[config.mk]
export PLATFORM = sky130hd
export DESIGN_NAME = gamepad_debounce_report
export DESIGN_NICKNAME = d
export VERILOG_FILES = /design/src/design/gdr_pkg.sv /design/src/design/gamepad_debounce_report.sv /design/src/design/gdr_lane.sv /design/src/design/gdr_merge.sv
export VERILOG_INCLUDE_DIRS = /design/src /design/src/design
export SDC_FILE = /design/constraint.sdc
export NUM_CORES = 1
export LEC_CHECK = 0
export BUFFER_PORTS_ARGS = -buffer_cell sky130_fd_sc_hd__buf_2
export CELL_PAD_IN_SITES_DETAIL_PLACEMENT = 2
export CELL_PAD_IN_SITES_GLOBAL_PLACEMENT = 2
export CORE_ASPECT_RATIO = 2
export CORE_MARGIN = 2
export CORE_UTILIZATION = 30
export DETAILED_ROUTE_END_ITERATION = 8
export MAX_ROUTING_LAYER = met4
export PLACE_DENSITY = 0.65
export SLEW_MARGIN = 20
export SYNTH_ARGS = -nofsm -noshare
export SYNTH_HDL_FRONTEND = slang
export SYNTH_SLANG_ARGS = --single-unit
[constraint.sdc]
create_clock -name clk -period 4.2 [get_ports clk]
set_clock_uncertainty 0.2 [all_clocks]
set_input_delay 0.21 -clock clk [delete_from_list [all_inputs] [get_ports clk]]
set_output_delay 0.21 -clock clk [all_outputs]
set_load 0.01 [all_outputs]
[src/design/gamepad_debounce_report_defines.svh]
// Assertion macros for the gamepad debounce and report block.
// Taken in by the top level; no other dependencies.
`ifndef GAMEPAD_DEBOUNCE_REPORT_DEFINES_SVH
`define GAMEPAD_DEBOUNCE_REPORT_DEFINES_SVH
`ifndef SYNTH
`define GDR_ASSERT_IMP(label, clk, rst_n, ante, cons) \
	label: assert property (@(posedge clk) disable iff (!rst_n) (ante) |-> (cons)) \
		else $error("assertion failed");
`define GDR_ASSERT_NEXT(label, clk, rst_n, ante, cons) \
	label: assert property (@(posedge clk) disable iff (!rst_n) (ante) |=> (cons)) \
		else $error("assertion failed");
`else
`define GDR_ASSERT_IMP(label, clk, rst_n, ante, cons)
`define GDR_ASSERT_NEXT(label, clk, rst_n, ante, cons)
`endif
`endif

[src/design/gdr_pkg.sv]
// Shared types and constants for the gamepad debounce and report block.
// No dependencies; imported by every module of the block.
`timescale 1ns / 1ps

package gdr_pkg;

	localparam int NUM_BUTTONS   = 12;
	localparam int NUM_BITS      = 8;
	localparam int FIRST_BIT     = 4;
	localparam int LEVEL_W       = 12;
	localparam int CFG_TICK_W    = 8;
	localparam int CFG_HOLD_W    = 16;
	localparam int CFG_DATA_W    = 16;
	localparam int CFG_INDEX_W   = 2;
	localparam int DEF_RUN_BITS  = 8;
	localparam int DEF_LED_BITS  = 16;

	localparam int BTN_UP    = 0;
	localparam int BTN_DOWN  = 1;
	localparam int BTN_LEFT  = 2;
	localparam int BTN_RIGHT = 3;

	localparam logic [1:0] AXIS_NEG    = 2'd0;
	localparam logic [1:0] AXIS_CENTRE = 2'd1;
	localparam logic [1:0] AXIS_POS    = 2'd2;

	localparam logic [CFG_INDEX_W-1:0] REG_PRESS_TICKS   = 2'd0;
	localparam logic [CFG_INDEX_W-1:0] REG_RELEASE_TICKS = 2'd1;
	localparam logic [CFG_INDEX_W-1:0] REG_LED_HOLD      = 2'd2;

	localparam logic [CFG_TICK_W-1:0] RST_PRESS_TICKS   = 8'd10;
	localparam logic [CFG_TICK_W-1:0] RST_RELEASE_TICKS = 8'd10;
	localparam logic [CFG_HOLD_W-1:0] RST_LED_HOLD      = 16'd500;

	typedef struct packed {
		logic fire;
		logic press;
	} gdr_event_t;

	typedef struct packed {
		logic [1:0]          x_axis_code;
		logic [1:0]          y_axis_code;
		logic [NUM_BITS-1:0] button_bits;
		logic                report_strobe;
		logic                led_on;
		logic                any_press;
	} gdr_report_t;

endpackage

[src/design/gamepad_debounce_report.sv]
// Top level of the gamepad debounce and report block: configuration registers,
// twelve debounce lanes, the merging stage and the output register.
// Depends on gdr_pkg, gdr_lane, gdr_merge and gamepad_debounce_report_defines.svh.
//
// Each transfer on the slave stream is one sampling tick carrying the raw levels
// of twelve buttons in s_tdata; a low level means pressed. Every tick yields
// exactly one report on the master stream: axis codes, button bits and the
// indicator flag in m_tdata, and in m_tuser a strobe that is high when any
// debounced press or release fired on that tick.
// All twelve lanes and the merging stage act in the cycle of the transfer, and
// the report lands in a single output register in the cycle after the transfer;
// a new tick is taken every cycle while the output is not stalled. The only
// thing that holds the input back is a report still waiting in the output
// register while m_tready is low; s_tready then drops until the report is taken.
// Reset releases all buttons, disarms every run counter, centres both axes,
// clears the button bits, turns the indicator off and loads the register
// defaults of 10, 10 and 500 ticks. The user writes registers through cfg_we,
// cfg_index and cfg_data only while the stream is idle; the block does not enforce it.
`timescale 1ns / 1ps
`include "gamepad_debounce_report_defines.svh"

module gamepad_debounce_report #(
	parameter int RUN_BITS = gdr_pkg::DEF_RUN_BITS,
	parameter int LED_BITS = gdr_pkg::DEF_LED_BITS
) (
	input  logic                               clk,
	input  logic                               arst_n,
	input  logic                               s_tvalid,
	output logic                               s_tready,
	input  logic [15:0]                        s_tdata,  // [11:0] button_levels
	output logic                               m_tvalid,
	input  logic                               m_tready,
	output logic [15:0]                        m_tdata,  // [1:0] x_axis_code, [3:2] y_axis_code,
	                                                     // [11:4] button_bits, [12] led_on
	output logic                               m_tuser,  // [0] report_strobe
	input  logic                               cfg_we,
	input  logic [gdr_pkg::CFG_INDEX_W-1:0]    cfg_index,
	input  logic [gdr_pkg::CFG_DATA_W-1:0]     cfg_data
);
	import gdr_pkg::*;

	localparam int THR_W = RUN_BITS > CFG_TICK_W ? RUN_BITS : CFG_TICK_W;
	localparam logic [THR_W-1:0] RUN_MAX_EXT = THR_W'({RUN_BITS{1'b1}});

	logic [CFG_TICK_W-1:0] press_ticks_q;
	logic [CFG_TICK_W-1:0] release_ticks_q;
	logic [CFG_HOLD_W-1:0] led_hold_q;

	logic [THR_W-1:0]    press_ext;
	logic [THR_W-1:0]    release_ext;
	logic [RUN_BITS-1:0] press_thr;
	logic [RUN_BITS-1:0] release_thr;

	logic                advance;
	logic [LEVEL_W-1:0]  levels;
	gdr_event_t          evts [NUM_BUTTONS];
	gdr_report_t         rpt;

	logic                out_valid_q;
	logic [15:0]         out_data_q;
	logic                out_user_q;

	always_ff @(posedge clk or negedge arst_n) begin
		if (!arst_n) begin
			press_ticks_q   <= RST_PRESS_TICKS;
			release_ticks_q <= RST_RELEASE_TICKS;
			led_hold_q      <= RST_LED_HOLD;
		end else if (cfg_we) begin
			unique case (cfg_index)
				REG_PRESS_TICKS: begin
					press_ticks_q <= cfg_data[CFG_TICK_W-1:0];
				end
				REG_RELEASE_TICKS: begin
					release_ticks_q <= cfg_data[CFG_TICK_W-1:0];
				end
				REG_LED_HOLD: begin
					led_hold_q <= cfg_data[CFG_HOLD_W-1:0];
				end
				default: begin
				end
			endcase
		end
	end

	always_comb begin
		press_ext   = THR_W'(press_ticks_q);
		release_ext = THR_W'(release_ticks_q);
		press_thr   = RUN_BITS'(press_ext > RUN_MAX_EXT ? RUN_MAX_EXT : press_ext);
		release_thr = RUN_BITS'(release_ext > RUN_MAX_EXT ? RUN_MAX_EXT : release_ext);
	end

	assign s_tready = ~out_valid_q | m_tready;
	assign advance  = s_tvalid & s_tready;
	assign levels   = s_tdata[LEVEL_W-1:0];

	for (genvar g = 0; g < NUM_BUTTONS; g++) begin : g_lane
		gdr_lane #(
			.RUN_BITS(RUN_BITS)
		) u_lane (
			.clk         (clk),
			.arst_n      (arst_n),
			.advance     (advance),
			.level       (levels[g]),
			.press_thr   (press_thr),
			.release_thr (release_thr),
			.evt         (evts[g])
		);
	end

	gdr_merge #(
		.LED_BITS(LED_BITS)
	) u_merge (
		.clk            (clk),
		.arst_n         (arst_n),
		.advance        (advance),
		.evts           (evts),
		.led_hold_ticks (led_hold_q),
		.rpt            (rpt)
	);

	always_ff @(posedge clk or negedge arst_n) begin
		if (!arst_n) begin
			out_valid_q <= 1'b0;
		end else if (advance) begin
			out_valid_q <= 1'b1;
		end else if (m_tready) begin
			out_valid_q <= 1'b0;
		end
	end

	always_ff @(posedge clk) begin
		if (advance) begin
			out_data_q <= {3'b000, rpt.led_on, rpt.button_bits,
				rpt.y_axis_code, rpt.x_axis_code};
			out_user_q <= rpt.report_strobe;
		end
	end

	assign m_tvalid = out_valid_q;
	assign m_tdata  = out_data_q;
	assign m_tuser  = out_user_q;

	`GDR_ASSERT_IMP(a_stall_blocks_input, clk, arst_n, m_tvalid && !m_tready, !s_tready)
	`GDR_ASSERT_NEXT(a_axis_codes_valid, clk, arst_n, advance,
		m_tdata[1:0] != AXIS_NEG - 2'd1 && m_tdata[3:2] != AXIS_NEG - 2'd1)
	`GDR_ASSERT_NEXT(a_press_lights_led, clk, arst_n,
		advance && rpt.any_press && led_hold_q != '0, m_tdata[12] && m_tuser)

endmodule

[src/design/gdr_lane.sv]
// One debounce lane: run counter, arm flag and last level for a single button.
// Depends on gdr_pkg.
`timescale 1ns / 1ps

module gdr_lane #(
	parameter int RUN_BITS = gdr_pkg::DEF_RUN_BITS
) (
	input  logic                clk,
	input  logic                arst_n,
	input  logic                advance,
	input  logic                level,
	input  logic [RUN_BITS-1:0] press_thr,
	input  logic [RUN_BITS-1:0] release_thr,
	output gdr_pkg::gdr_event_t evt
);
	import gdr_pkg::*;

	logic                last_q;
	logic                armed_q;
	logic [RUN_BITS-1:0] count_q;

	logic                changed;
	logic                armed_now;
	logic [RUN_BITS-1:0] cnt_now;
	logic [RUN_BITS-1:0] thr;
	logic                below;
	logic                armed_d;
	logic [RUN_BITS-1:0] count_d;

	always_comb begin
		changed   = level != last_q;
		armed_now = armed_q | changed;
		cnt_now   = changed ? '0 : count_q;
		thr       = level ? release_thr : press_thr;
		below     = cnt_now < thr;
		armed_d   = armed_now & below;
		count_d   = armed_d ? cnt_now + RUN_BITS'(1) : '0;
		evt.fire  = armed_now & ~below;
		evt.press = ~level;
	end

	always_ff @(posedge clk or negedge arst_n) begin
		if (!arst_n) begin
			last_q  <= 1'b1;
			armed_q <= 1'b0;
			count_q <= '0;
		end else if (advance) begin
			last_q  <= level;
			armed_q <= armed_d;
			count_q <= count_d;
		end
	end

endmodule

[src/design/gdr_merge.sv]
// Merging stage: folds the lane events into the axis codes, button bits and
// indicator hold counter. Depends on gdr_pkg.
`timescale 1ns / 1ps

module gdr_merge #(
	parameter int LED_BITS = gdr_pkg::DEF_LED_BITS
) (
	input  logic                                clk,
	input  logic                                arst_n,
	input  logic                                advance,
	input  gdr_pkg::gdr_event_t                 evts [gdr_pkg::NUM_BUTTONS],
	input  logic [gdr_pkg::CFG_HOLD_W-1:0]      led_hold_ticks,
	output gdr_pkg::gdr_report_t                rpt
);
	import gdr_pkg::*;

	localparam int HOLD_W = LED_BITS > CFG_HOLD_W ? LED_BITS : CFG_HOLD_W;
	localparam logic [HOLD_W-1:0] LED_MAX_EXT = HOLD_W'({LED_BITS{1'b1}});

	logic [1:0]          axis_x_q;
	logic [1:0]          axis_y_q;
	logic [NUM_BITS-1:0] pressed_q;
	logic [LED_BITS-1:0] led_count_q;

	logic [1:0]          axis_x_d;
	logic [1:0]          axis_y_d;
	logic [NUM_BITS-1:0] pressed_d;
	logic [LED_BITS-1:0] led_count_d;
	logic [HOLD_W-1:0]   hold_ext;
	logic [LED_BITS-1:0] hold_sat;
	logic                any_event;
	logic                any_press;

	always_comb begin
		any_event = 1'b0;
		any_press = 1'b0;
		for (int i = 0; i < NUM_BUTTONS; i++) begin
			any_event = any_event | evts[i].fire;
			any_press = any_press | (evts[i].fire & evts[i].press);
		end

		// A later button in the order overrides an earlier one on the same axis.
		axis_y_d = axis_y_q;
		if (evts[BTN_UP].fire) begin
			axis_y_d = evts[BTN_UP].press ? AXIS_NEG : AXIS_CENTRE;
		end
		if (evts[BTN_DOWN].fire) begin
			axis_y_d = evts[BTN_DOWN].press ? AXIS_POS : AXIS_CENTRE;
		end
		axis_x_d = axis_x_q;
		if (evts[BTN_LEFT].fire) begin
			axis_x_d = evts[BTN_LEFT].press ? AXIS_NEG : AXIS_CENTRE;
		end
		if (evts[BTN_RIGHT].fire) begin
			axis_x_d = evts[BTN_RIGHT].press ? AXIS_POS : AXIS_CENTRE;
		end

		pressed_d = pressed_q;
		for (int k = 0; k < NUM_BITS; k++) begin
			if (evts[k + FIRST_BIT].fire) begin
				pressed_d[k] = evts[k + FIRST_BIT].press;
			end
		end

		hold_ext = HOLD_W'(led_hold_ticks);
		hold_sat = LED_BITS'(hold_ext > LED_MAX_EXT ? LED_MAX_EXT : hold_ext);
		if (any_press) begin
			led_count_d = hold_sat;
		end else if (led_count_q != '0) begin
			led_count_d = led_count_q - LED_BITS'(1);
		end else begin
			led_count_d = led_count_q;
		end

		rpt.x_axis_code   = axis_x_d;
		rpt.y_axis_code   = axis_y_d;
		rpt.button_bits   = pressed_d;
		rpt.report_strobe = any_event;
		rpt.led_on        = led_count_d != '0;
		rpt.any_press     = any_press;
	end

	always_ff @(posedge clk or negedge arst_n) begin
		if (!arst_n) begin
			axis_x_q    <= AXIS_CENTRE;
			axis_y_q    <= AXIS_CENTRE;
			pressed_q   <= '0;
			led_count_q <= '0;
		end else if (advance) begin
			axis_x_q    <= axis_x_d;
			axis_y_q    <= axis_y_d;
			pressed_q   <= pressed_d;
			led_count_q <= led_count_d;
		end
	end

endmodule
==> results by group <==
Synth
  – Post-Synth XOR/XNOR Area: 0.0151
  – Yosys reg bits: 195
  – Synth cell types: 72
  – Simple-Gate Fraction of Synth Area: 0.202
  – Yosys warning count: 0
  – Largest area contributor in the netlist: dfrtp_1
  – Largest cells by area after synthesis: dfrtp_1 (29%), ha_1 (9.2%), mux2i_1 (7.1%)
  – Most frequent cells after synthesis: nand2_1 (178), dfrtp_1 (157), o21ai_0 (118), ha_1 (98), mux2i_1 (95)
  – Most used DFF post-synth: dfrtp_1
  – Ys async rst share: 0.928
  – Post-synthesis instance area: 0.0133 mm²
  – Main combinational cell family by area after synthesis: simple AND/OR/NAND/NOR gates
  – Seq/Total Area, Yosys: 0.374
  – Post-synth EDFFs: 14
  – Adder-cell share of the synthesized area: 0.0920
  – Most common cell in the synthesized netlist: nand2_1
  – Syn avg cell area: 9.21 µm²
  – Cell count after synthesis: 1447
  – Synth Area in Compound Gates: 0.174
  – Multiplexer area fraction after synthesis: 0.103
  – Top-area cell type share of the netlist area: 0.295

Pwr
  – PwrDens: 408 mW/mm²
  – Pleak: 0.00754 µW
  – Worst IR drop on VDD: 0.239 mV

Floorplan
  – Core ar.: 0.0441 mm²
  – Initial Util: 0.303
  – IO Pins: 58
  – Chip height: 302 µm
  – DIE WIDTH: 153 µm
  – Die area: 0.0462 mm²
  – Core Rows: 109

Clock network
  – Skew-Pair Late Insertion Delay: 0.48 ns
  – Setup bufs post-CTS: 0
  – Clock Tree Root: clkbuf_16
  – Htree depth: 4
  – CTS tree: done
  – TritonCTS Sinks: 195
  – Clk pin slew, worst setup/hold paths: 0.08 ns
  – CTS buffer count: 17
  – Clock Tree Buf Depth: 2

Global routing
  – Total congestion overflow: 0
  – Initial antenna violation count: 0
  – Largest net degree at the start of global routing: 85
  – Met1 Use GR: 0.213
  – Routing usage on met3: 0.0234
  – Vias in the first global route: 13500
  – GR Layer Usage met2: 0.435
  – Grt peak-use layer: met2
  – First-pass GRT wire length: 76100 µm
  – GRT Overall Usage: 0.219

Placed design
  – DPL Wire Length: 36000 µm
  – RD Place Congestion: 0.847
  – Inst Count DP: 2073
  – Port Buf Inserts: 50
  – Placed cell areas: 0.0147 mm²
  – Dpl ws: 0.282 ns

Final layout
  – Fraction of layout cells with a size suffix above 1: 0.166
  – Final layout net count: 1703
  – Final Cell Area: 0.0157 mm²
  – Finished Layout Cells: 2134
  – Layout area overhead: 17.5%
  – Ant. Diodes: 0

Setup path
  – Arr. time, crit path: 4.06 ns
  – Worst setup path category: register to register
  – Reg-to-Reg Start: g_lane[4].u_lane.last_q
  – R2R cell count: 14
  – Setup crit end kind: register
  – Maximum fanout along the worst path: 11
  – Worst setup SP type: register
  – Req. time, crit path: 4.35 ns
  – CP startpoint: g_lane[4].u_lane.last_q
  – Crit path capture: u_merge.led_count_q[11]
  – Setup slack, reg-to-reg: 0.29 ns
  – RR Endpoint: u_merge.led_count_q[11]

Routing
  – Vias per Instance: 5.54
  – WL final: 48100 µm
  – Antenna-violating nets left: 0
  – First-pass DRT Iterations: 4
  – Vias post-DR: 11800
  – DR WL/cell: 22.6 µm
  – DRC Markers: 0
  – Iter 0 DRT Violations: 376

Timing
  – Final Hold Fails: 0
  – F_max: 0.256 GHz
  – RSZ-0062 raised after global routing: no
  – Slew Limit Fails: 0
  – Slew @ Worst Pin: 1.01 ns
  – Setup violators final: 0
  – Final TNS setup: 0 ns
  – Min Clock Period, post-route: 3.91 ns
  – Normalized max-slew margin: 0.322
  – Final Cycle Share: 0.931
  – Final setup margin: 0.289 ns

Hold path
  – HP Class: input port to register

Flow run
  – Max-cap violation count: 0

Status
  – Status: finished clean
[worst min path at each step]
| stage | start | endpoint | slack (ns) | depth (start not counted) |
|---|---|---|---|---|
| 6_report | s_tdata[6] | g_lane[6].u_lane.last_q | 0.03 | 4 |
| 3_3_place_gp | arst_n | g_lane[1].u_lane.count_q[5] | 0.15 | 1 |
| 2_1_floorplan | arst_n | g_lane[0].u_lane.armed_q | -0.29 | 0 |
| 5_1_grt | s_tdata[6] | g_lane[6].u_lane.last_q | 0.04 | 4 |
| 4_1_cts | s_tdata[6] | g_lane[6].u_lane.last_q | 0.001 | 4 |
| 3_5_place_dp | arst_n | g_lane[0].u_lane.count_q[2] | 0.15 | 1 |
[power breakdown]
| part | switching (µW) | total (µW) | internal, µW |
|---|---|---|---|
| Sequential | 444 | 2680 | 2240 |
| Clock | 916 | 1840 | 921 |
| Combinational | 1040 | 1870 | 838 |
| Total | 2400 | 6390 | 4000 |
[layout make-up]
| type | instances | area (µm²) |
|---|---|---|
| inverters | 52 | 196 |
| fillers | 4880 | 28400 |
| clock inverters | 15 | 214 |
| repair buffers | 175 | 1320 |
| multi-input cells | 1125 | 7830 |
| clock buffers | 17 | 425 |
| well taps | 555 | 694 |
| flip-flops and latches | 195 | 4980 |
[logic make-up after synthesis]
logic type / count (synthesis)
flops: 195
xor+xnor: 23
fa+ha+maj: 98
other cells: 1
compound gates: 340
simple gates: 529
mux: 132
buf+inv: 129
[state kept, by name, indices dropped and copies added, names as in the netlist]
register and count:
g_lane.u_lane.armed_q 12, g_lane.u_lane.count_q 96, g_lane.u_lane.last_q 12, led_hold_q 16
m_tdata 13, m_tuser 1, m_tvalid 1, press_ext 8
release_ext 8, u_merge.axis_x_q 2, u_merge.axis_y_q 2, u_merge.led_count_q 16
u_merge.pressed_q 8
[critical path: stages (launching register included)]
cell       delay (ns)
dfstp_2          0.60
xnor2_1          0.26
buf_4            0.25
and2_1           0.18
ha_1             0.24
and3_1           0.18
a31oi_1          0.19
o21ai_0          0.14
a222oi_1         0.37
buf_4            0.18
and4_1           0.27
and3_4           0.26
buf_12           0.15
mux2i_1          0.24
a2bb2oi_2        0.08
[per-stage QoR]
stage,power [µW],util,hold WS [ns]
after floorplan,3710,-,-0.286
after global placement,4470,0.334,0.151
after detailed placement,4590,0.334,0.151
after CTS,6500,0.355,0.00139
after global routing,6780,0.356,0.0350
final,6390,0.356,0.0279
[cell usage in the layout (no fill, tap or decap), types with 49 or more instances in the layout]
cell / synthesis / layout
nand2_1: 178 / 177
dfrtp_1: 157 / 157
o21ai_0: 118 / 118
ha_1: 98 / 98
mux2i_1: 95 / 95
buf_4: 4 / 92
nand3_1: 74 / 74
and2_1: 71 / 71
and3_1: 52 / 52
inv_1: 52 / 51
nor2_1: 50 / 50
buf_2: 7 / 49
[repair_timing]
action | in CTS | in global routing
resized for setup | 0 | 1
hold buffers | 29 | 0
endpoints found under the hold margin | 116 | 0
setup endpoints to repair | 0 | 2
[per-layer routing]
| layer | wire, µm | vias to the layer above |
|---|---|---|
| met4 | 1750 | 0 |
| li1 | - | 5490 |
| met5 | 0 | - |
| met2 | 27800 | 172 |
| met1 | 17500 | 6088 |
| met3 | 1110 | 83 |
Power figures use the tool's default switching activity.
